--- src/hw/rtl/esdt_pkg.sv ---
// Shared types and constants for the epoch seconds to date and time core.
// Holds the result structs, the reciprocal constants and the month tables.
// No dependencies.
package esdt_pkg;

  localparam int unsigned SECONDS_W = 32;
  localparam int unsigned DAYS_W    = 16;
  localparam int unsigned SOD_W     = 17;
  localparam int unsigned DIB_W     = 11;
  localparam int unsigned DOY_W     = 9;

  localparam logic [31:0] SECS_PER_DAY  = 32'd86400;
  localparam logic [15:0] DAYS_PER_BLK  = 16'd1461;
  localparam logic [16:0] SECS_PER_HOUR = 17'd3600;
  localparam logic [11:0] SECS_PER_MIN  = 12'd60;
  localparam logic [10:0] BASE_YEAR     = 11'd1904;

  // floor(x / 86400) = floor((x >> 7) * DAY_RECIP >> DAY_SHIFT) for 32-bit x
  localparam logic [25:0] DAY_RECIP  = 26'd50903317;
  localparam int unsigned DAY_SHIFT  = 35;
  // floor(d / 1461) for d below 2^16
  localparam logic [16:0] BLK_RECIP  = 17'd91868;
  localparam int unsigned BLK_SHIFT  = 27;
  // floor(s / 3600) = floor((s >> 4) * HOUR_RECIP >> HOUR_SHIFT)
  localparam logic [13:0] HOUR_RECIP = 14'd9321;
  localparam int unsigned HOUR_SHIFT = 21;
  // floor(r / 60) = floor((r >> 2) * MIN_RECIP >> MIN_SHIFT)
  localparam logic [10:0] MIN_RECIP  = 11'd1093;
  localparam int unsigned MIN_SHIFT  = 14;

  // first day of each month, zero-based day of year
  localparam logic [DOY_W-1:0] CUM_LEAP [12] = '{
    9'd0, 9'd31, 9'd60, 9'd91, 9'd121, 9'd152,
    9'd182, 9'd213, 9'd244, 9'd274, 9'd305, 9'd335
  };
  localparam logic [DOY_W-1:0] CUM_COMMON [12] = '{
    9'd0, 9'd31, 9'd59, 9'd90, 9'd120, 9'd151,
    9'd181, 9'd212, 9'd243, 9'd273, 9'd304, 9'd334
  };

  typedef struct packed {
    logic [10:0] year;
    logic [3:0]  month;
    logic [4:0]  day;
  } date_t;

  typedef struct packed {
    logic [4:0] hour;
    logic [5:0] minute;
    logic [5:0] second;
  } hms_t;

endpackage

--- src/hw/rtl/esdt_day_split.sv ---
// Splits a seconds count into whole days and seconds of the day.
// Two register stages: reciprocal product, then days and remainder.
// Depends on esdt_pkg.
module esdt_day_split (
  input  logic                            clk,
  input  logic                            en,
  input  logic [esdt_pkg::SECONDS_W-1:0]  seconds,
  output logic [esdt_pkg::DAYS_W-1:0]     days,
  output logic [esdt_pkg::SOD_W-1:0]      sod
);
  import esdt_pkg::*;

  logic [SECONDS_W-1:0] secs1;
  logic [50:0]          prod1;
  logic [DAYS_W-1:0]    days_next;
  logic [31:0]          day_base;

  assign days_next = prod1[DAY_SHIFT +: DAYS_W];
  assign day_base  = 32'(days_next) * SECS_PER_DAY;

  always_ff @(posedge clk) begin
    if (en) begin
      secs1 <= seconds;
      prod1 <= 51'(seconds[31:7]) * 51'(DAY_RECIP);
      days  <= days_next;
      sod   <= SOD_W'(secs1 - day_base);
    end
  end

endmodule

--- src/hw/rtl/esdt_date.sv ---
// Resolves a day count into year, month and day of month.
// Four register stages: block product, block split, year split, month lookup.
// Depends on esdt_pkg.
module esdt_date (
  input  logic                        clk,
  input  logic                        en,
  input  logic [esdt_pkg::DAYS_W-1:0] days,
  output esdt_pkg::date_t             date
);
  import esdt_pkg::*;

  logic [DAYS_W-1:0]  days3;
  logic [32:0]        pb3;
  logic [5:0]         blocks_next;
  logic [5:0]         blocks4;
  logic [DIB_W-1:0]   dib4;
  logic [5:0]         blocks5;
  logic [1:0]         yib5;
  logic [DOY_W-1:0]   doy5;
  logic               leap5;
  logic [1:0]         yib_next;
  logic [DOY_W-1:0]   doy_next;
  logic               leap_next;
  logic [DIB_W-1:0]   dib_less;
  logic [3:0]         month_next;
  logic [DOY_W-1:0]   first_next;
  date_t              date_next;

  assign blocks_next = pb3[BLK_SHIFT +: 6];
  assign dib_less    = dib4 - 11'd1;

  always_comb begin
    leap_next = 1'b0;
    yib_next  = 2'd1;
    doy_next  = DOY_W'(dib_less - 11'd365);
    if (dib4 < 11'd366) begin
      leap_next = 1'b1;
      yib_next  = 2'd0;
      doy_next  = dib4[DOY_W-1:0];
    end else if (dib_less >= 11'd1095) begin
      yib_next = 2'd3;
      doy_next = DOY_W'(dib_less - 11'd1095);
    end else if (dib_less >= 11'd730) begin
      yib_next = 2'd2;
      doy_next = DOY_W'(dib_less - 11'd730);
    end
  end

  always_comb begin
    month_next = 4'd1;
    first_next = '0;
    for (int i = 1; i < 12; i++) begin
      if (doy5 >= (leap5 ? CUM_LEAP[i] : CUM_COMMON[i])) begin
        month_next = 4'(i + 1);
        first_next = leap5 ? CUM_LEAP[i] : CUM_COMMON[i];
      end
    end
    date_next.year  = BASE_YEAR + {3'b0, blocks5, 2'b00} + {9'b0, yib5};
    date_next.month = month_next;
    date_next.day   = 5'(doy5 - first_next) + 5'd1;
  end

  always_ff @(posedge clk) begin
    if (en) begin
      days3   <= days;
      pb3     <= 33'(days) * 33'(BLK_RECIP);
      blocks4 <= blocks_next;
      dib4    <= DIB_W'(days3 - 16'(blocks_next) * DAYS_PER_BLK);
      blocks5 <= blocks4;
      yib5    <= yib_next;
      doy5    <= doy_next;
      leap5   <= leap_next;
      date    <= date_next;
    end
  end

endmodule

--- src/hw/rtl/esdt_clock.sv ---
// Resolves seconds of the day into hour, minute and second.
// Four register stages: hour product, hour split, minute product, minute split.
// Depends on esdt_pkg.
module esdt_clock (
  input  logic                       clk,
  input  logic                       en,
  input  logic [esdt_pkg::SOD_W-1:0] sod,
  output esdt_pkg::hms_t             hms
);
  import esdt_pkg::*;

  logic [SOD_W-1:0] sod3;
  logic [26:0]      ph3;
  logic [4:0]       hour_next;
  logic [4:0]       hour4;
  logic [11:0]      rs4;
  logic [4:0]       hour5;
  logic [11:0]      rs5;
  logic [20:0]      pm5;
  logic [5:0]       minute_next;
  hms_t             hms_next;

  assign hour_next   = ph3[HOUR_SHIFT +: 5];
  assign minute_next = pm5[MIN_SHIFT +: 6];

  always_comb begin
    hms_next.hour   = hour5;
    hms_next.minute = minute_next;
    hms_next.second = 6'(rs5 - 12'(minute_next) * SECS_PER_MIN);
  end

  always_ff @(posedge clk) begin
    if (en) begin
      sod3  <= sod;
      ph3   <= 27'(sod[16:4]) * 27'(HOUR_RECIP);
      hour4 <= hour_next;
      rs4   <= 12'(sod3 - 17'(hour_next) * SECS_PER_HOUR);
      hour5 <= hour4;
      rs5   <= rs4;
      pm5   <= 21'(rs4[11:2]) * 21'(MIN_RECIP);
      hms   <= hms_next;
    end
  end

endmodule

--- src/hw/rtl/epoch_seconds_to_date_time_core.sv ---
// Converts a 32-bit count of seconds since midnight 1 January 1904 into
// calendar year, month, day, hour, minute and second, valid to 2040. The
// core takes one word per cycle while the output is not stalled; the pipeline
// holds an input register and the reciprocal multiplications for the day,
// block, hour and minute splits, each followed by a register. A stall on the
// output holds the whole pipeline, and s_axis_tready follows it.
module epoch_seconds_to_date_time_core (
  input  logic        clk,
  input  logic        rst,
  input  logic        s_axis_tvalid,
  output logic        s_axis_tready,
  input  logic [31:0] s_axis_tdata,  // [31:0] seconds
  output logic        m_axis_tvalid,
  input  logic        m_axis_tready,
  output logic [39:0] m_axis_tdata   // [10:0] year, [14:11] month, [19:15] day,
                                     // [24:20] hour, [30:25] minute,
                                     // [36:31] second, [39:37] zero
);
  import esdt_pkg::*;

  localparam int unsigned DEPTH = 7;

  logic                 adv;
  logic [DEPTH-1:0]     vld;
  logic [SECONDS_W-1:0] secs0;
  logic [DAYS_W-1:0]    days;
  logic [SOD_W-1:0]     sod;
  date_t                date;
  hms_t                 hms;

  assign adv           = !vld[DEPTH-1] || m_axis_tready;
  assign s_axis_tready = adv;
  assign m_axis_tvalid = vld[DEPTH-1];

  always_ff @(posedge clk) begin
    if (rst) begin
      vld <= '0;
    end else if (adv) begin
      vld <= {vld[DEPTH-2:0], s_axis_tvalid};
    end
  end

  always_ff @(posedge clk) begin
    if (adv) begin
      secs0 <= s_axis_tdata;
    end
  end

  esdt_day_split u_day_split (
    .clk     (clk),
    .en      (adv),
    .seconds (secs0),
    .days    (days),
    .sod     (sod)
  );

  esdt_date u_date (
    .clk  (clk),
    .en   (adv),
    .days (days),
    .date (date)
  );

  esdt_clock u_clock (
    .clk (clk),
    .en  (adv),
    .sod (sod),
    .hms (hms)
  );

  assign m_axis_tdata = {3'b000, hms.second, hms.minute, hms.hour,
                         date.day, date.month, date.year};

`ifndef NO_ASSERTIONS
  a_month_range: assert property (@(posedge clk) disable iff (rst)
    m_axis_tvalid |-> (date.month >= 4'd1 && date.month <= 4'd12))
    else $error("month out of range");

  a_day_range: assert property (@(posedge clk) disable iff (rst)
    m_axis_tvalid |-> (date.day >= 5'd1 && date.day <= 5'd31))
    else $error("day out of range");

  a_year_range: assert property (@(posedge clk) disable iff (rst)
    m_axis_tvalid |-> (date.year >= 11'd1904 && date.year <= 11'd2040))
    else $error("year out of range");

  a_clock_range: assert property (@(posedge clk) disable iff (rst)
    m_axis_tvalid |-> (hms.hour <= 5'd23 && hms.minute <= 6'd59 && hms.second <= 6'd59))
    else $error("time of day out of range");
`endif

endmodule

--- config.mk ---
export PLATFORM = sky130hd
export DESIGN_NAME = epoch_seconds_to_date_time_core
export DESIGN_NICKNAME = d
export VERILOG_FILES = /design/src/hw/rtl/esdt_pkg.sv /design/src/hw/rtl/esdt_day_split.sv /design/src/hw/rtl/esdt_date.sv /design/src/hw/rtl/esdt_clock.sv /design/src/hw/rtl/epoch_seconds_to_date_time_core.sv
export SDC_FILE = /design/constraint.sdc
export NUM_CORES = 1
export LEC_CHECK = 0
export BUFFER_PORTS_ARGS = -buffer_cell sky130_fd_sc_hd__buf_2
export CORE_ASPECT_RATIO = 0.7
export CORE_MARGIN = 5
export CORE_UTILIZATION = 60
export CTS_BUF_LIST = sky130_fd_sc_hd__clkbuf_2
export DETAILED_ROUTE_END_ITERATION = 8
export GPL_TIMING_DRIVEN = 1
export PLACE_DENSITY = 0.77
export SLEW_MARGIN = 20
export SYNTH_ARGS = -nofsm -noshare
export SYNTH_HDL_FRONTEND = slang
export SYNTH_SLANG_ARGS = --single-unit
--- constraint.sdc ---
create_clock -name clk -period 8.5 [get_ports clk]
set_input_delay 0 -clock clk [delete_from_list [all_inputs] [get_ports clk]]
set_output_delay 0 -clock clk [all_outputs]
set_load 0.01 [all_outputs]
==> impl_metrics.env <==
export IMPL_synthCells=2550
export IMPL_crit_path_end_kind="flip-flop"
export IMPL_critPathMaxFanout=8
export IMPL_rsz0062_at_grt="false"
export IMPL_tightest_slew_ns=0.857
export IMPL_synth_ff_type="edfxtp_1"
export IMPL_max_freq_ghz=0.135
export IMPL_grt_pass1_wl_mm=101
export IMPL_clk_latency_ns=1.05
export IMPL_h_tree_depth=2
export IMPL_cts_root_buf="clkbuf_2"
export IMPL_coreArea_mm2=0.0477
export IMPL_viasPerCell=5.35
export IMPL_fin_crit_sh_pct=87.3
export IMPL_max_cap_violations=0
export IMPL_netlist_area_mm2=0.0288
export IMPL_syn_area_per_cell_um2=11.3
export IMPL_post_cts_repair_setup_buffers=0
export IMPL_ant_nets=0
export IMPL_finalSetupTns_ns=0
export IMPL_drt_wl_total_mm=59.7
export IMPL_startpoint_type="flip-flop"
export IMPL_synth_cell_types=80
export IMPL_finClkSkew_ns=0.131
export IMPL_drive_gt1_share_pct=7.29
export IMPL_cp_required_ns=9.17
export IMPL_cts_buffer_depth=3
export IMPL_post_route_drc_count=0
export IMPL_final_min_clock_period_ns=7.42
export IMPL_nets=3743
export IMPL_cts_tree="done"
export IMPL_antenna_found_initial=1
export IMPL_multi_input_area_mm2=0.0188
export IMPL_grt_max_degree=162
export IMPL_maxSlewViolCount=0
export IMPL_status="finished, final reports clean"
export IMPL_fillers=3620
export IMPL_synth_seq_area_share_pct=25.2
export IMPL_post_dp_hpwl_mm=48.8
export IMPL_hp_class="in2reg"
export IMPL_hold_violations=0
export IMPL_grtUsageTotal_pct=23.6
export IMPL_die_h_um=193
export IMPL_die_w_um=272
export IMPL_io_buffer_count=74
export IMPL_ios=78
export IMPL_yosys_warnings=0
export IMPL_die_area_mm2=0.0526
export IMPL_finalSetupViolCount=0
export IMPL_async_flop_share_pct=0
export IMPL_grt_pass1_vias=20100
export IMPL_maxSlewHeadroom_pct=42.8
export IMPL_critPathKind="reg2reg"
export IMPL_wire_per_inst_um=17.5
export IMPL_ctsResizeCount=0
export IMPL_clkTransAtPathRegs_ns=0.15
export IMPL_numCtsBuffers=60
export IMPL_dr_total_vias=18200
export IMPL_first_pass_iters=5
export IMPL_synth_edff_count=237
export IMPL_arrival_ns=8.09
export IMPL_seq_area_mm2=0.00726
export IMPL_synth_seq_cells=244
export IMPL_gp_congestion=0.964
export IMPL_start_util_pct=60.4
export IMPL_drt_iter0_markers=1065
export IMPL_grt_overflow_total=0
export IMPL_area_growth_pct=8.09
export IMPL_rows=67
export IMPL_cts_num_sinks=244
## layout make-up
cell class	instances	share of cell area [%]
Sequential cell	244	23.3
Tap cell	621	2.50
Multi-Input combinational cell	1598	60.5
Clock inverter	24	0.394
Timing Repair Buffer	148	3.62
Inverter	685	8.28
Clock buffer	86	1.38
Antenna cell	1	0.00804
## flip-flops by register name, summed over array words and instances (netlist names)
signal	count
u_clock.pm5	8
u_day_split.sod	17
u_clock.hour5	5
u_day_split.prod1	18
secs0	32
u_date.yib5	2
u_date.date	19
u_date.blocks4	6
u_date.days3	11
u_clock.ph3	8
u_day_split.secs1	15
u_day_split.days	16
u_date.doy5	9
u_clock.hms	17
u_clock.rs5	4
u_date.blocks5	6
u_clock.rs4	12
u_clock.sod3	9
vld	7
u_date.pb3	6
u_date.dib4	11
u_date.leap5	1
u_clock.hour4	5
## metrics by stage
step	hold slack (ns)	cell area [µm²]	util [%]	std cells	setup WS (ns)
after CTS	0.0241	31100	65.2	3405	1.06
after global placement	0.176	29800	62.6	3224	1.42
after global routing	0.0770	31100	65.3	3407	0.707
after detailed placement	0.178	29800	62.6	3224	1.16
after floorplan	0.0691	28800	-	2552	2.17
final	0.200	31100	65.3	3407	1.08
## cells in the mapped netlist (4+ instances only)
| library cell | n | area, µm² |
|---|---|---|
| o31ai_1 | 6 | 45.0 |
| inv_1 | 685 | 2570 |
| nor2_1 | 46 | 173 |
| xor2_1 | 38 | 333 |
| fa_1 | 342 | 6850 |
| nand3_1 | 24 | 120 |
| ha_1 | 628 | 7860 |
| a31oi_1 | 6 | 37.5 |
| nor2b_1 | 12 | 75.1 |
| edfxtp_1 | 237 | 7120 |
| clkbuf_1 | 12 | 45.0 |
| nand2b_1 | 14 | 87.6 |
| a21oi_1 | 78 | 390 |
| dfxtp_1 | 7 | 140 |
| o21ba_2 | 4 | 40.0 |
| a211oi_1 | 9 | 67.6 |
| mux2i_1 | 6 | 60.1 |
| o21bai_1 | 18 | 135 |
| o21a_1 | 5 | 37.5 |
| a21boi_0 | 5 | 37.5 |
| nor3b_1 | 5 | 37.5 |
| buf_2 | 4 | 20.0 |
| o21ai_0 | 58 | 290 |
| nor4_1 | 4 | 25.0 |
| nand2_1 | 54 | 203 |
| nand4_1 | 13 | 81.3 |
| a211o_1 | 4 | 35.0 |
| or3_1 | 5 | 31.3 |
| xnor2_1 | 77 | 674 |
| nor3_1 | 22 | 110 |
| buf_4 | 4 | 30.0 |
| buf_6 | 4 | 45.0 |
| o211ai_1 | 5 | 37.5 |
| a21o_1 | 39 | 293 |
| a221oi_1 | 4 | 35.0 |
## cells in the final DEF, fill, tap and decap left out, types with 7 or more instances in the layout
| cell type | instances |
|---|---|
| a211oi_1 | 9 |
| a21o_1 | 39 |
| a21oi_1 | 78 |
| buf_2 | 74 |
| clkbuf_2 | 86 |
| clkinv_1 | 13 |
| clkinv_2 | 8 |
| dfxtp_1 | 7 |
| dlygate4sd3_1 | 71 |
| edfxtp_1 | 237 |
| fa_1 | 342 |
| ha_1 | 628 |
| inv_1 | 684 |
| nand2_1 | 54 |
| nand2b_1 | 14 |
| nand3_1 | 24 |
| nand4_1 | 13 |
| nor2_1 | 46 |
| nor2b_1 | 12 |
| nor3_1 | 22 |
| o21ai_0 | 58 |
| o21bai_1 | 18 |
| xnor2_1 | 77 |
| xor2_1 | 38 |
## worst paths after layout
kind	from	end	slack (ns)	cells after the start
setup / recovery	secs0[20]	u_day_split.prod1[49]	1.08	21
hold / removal	s_axis_tdata[9]	secs0[9]	0.20	3
setup reg to reg	secs0[20]	u_day_split.prod1[49]	1.08	21
hold reg to reg	u_date.yib5[0]	u_date.date[9]	0.39	0
## logic make-up after synthesis
family,count (synthesis),share of synthesized area [%]
AO/OA/AOI/OAI,276,6.30
XOR/XNOR,118,3.67
adder cells (fa/ha/maj),970,51.0
buffers and inverters,710,9.42
flip-flops,244,25.2
multiplexers,9,0.352
other,1,0.0130
AND/OR/NAND/NOR,222,4.02
## routing by layer
metal	routed length [µm]	GRT usage (%)	vias to the layer above
met1	27200	32.8	9033
met5	0	0	-
met3	2900	3.96	64
met4	854	4.40	0
li1	-	-	8746
met2	28700	39.9	400
## worst max-delay path, stage by stage, from the launching register on
cell      delay [ns]
edfxtp_1        0.60
fa_1            0.60
inv_1           0.05
fa_1            0.49
inv_1           0.05
ha_1            0.33
fa_1            0.47
fa_1            0.56
fa_1            0.54
inv_1           0.05
fa_1            0.53
inv_1           0.04
ha_1            0.19
a211oi_1        0.24
o21ai_0         0.15
a221oi_1        0.60
nand3_1         0.15
o31ai_1         0.45
o31ai_1         0.26
a21oi_1         0.35
o311ai_0        0.23
xor2_1          0.19
## what timing repair did
item,CTS,global route
endpoints found under the hold margin,39,0
hold buffers,71,0
setup endpoints to repair,0,0
Power is not shown: default switching activity piles up to over one toggle a cycle in this logic, so the estimate is an artifact.
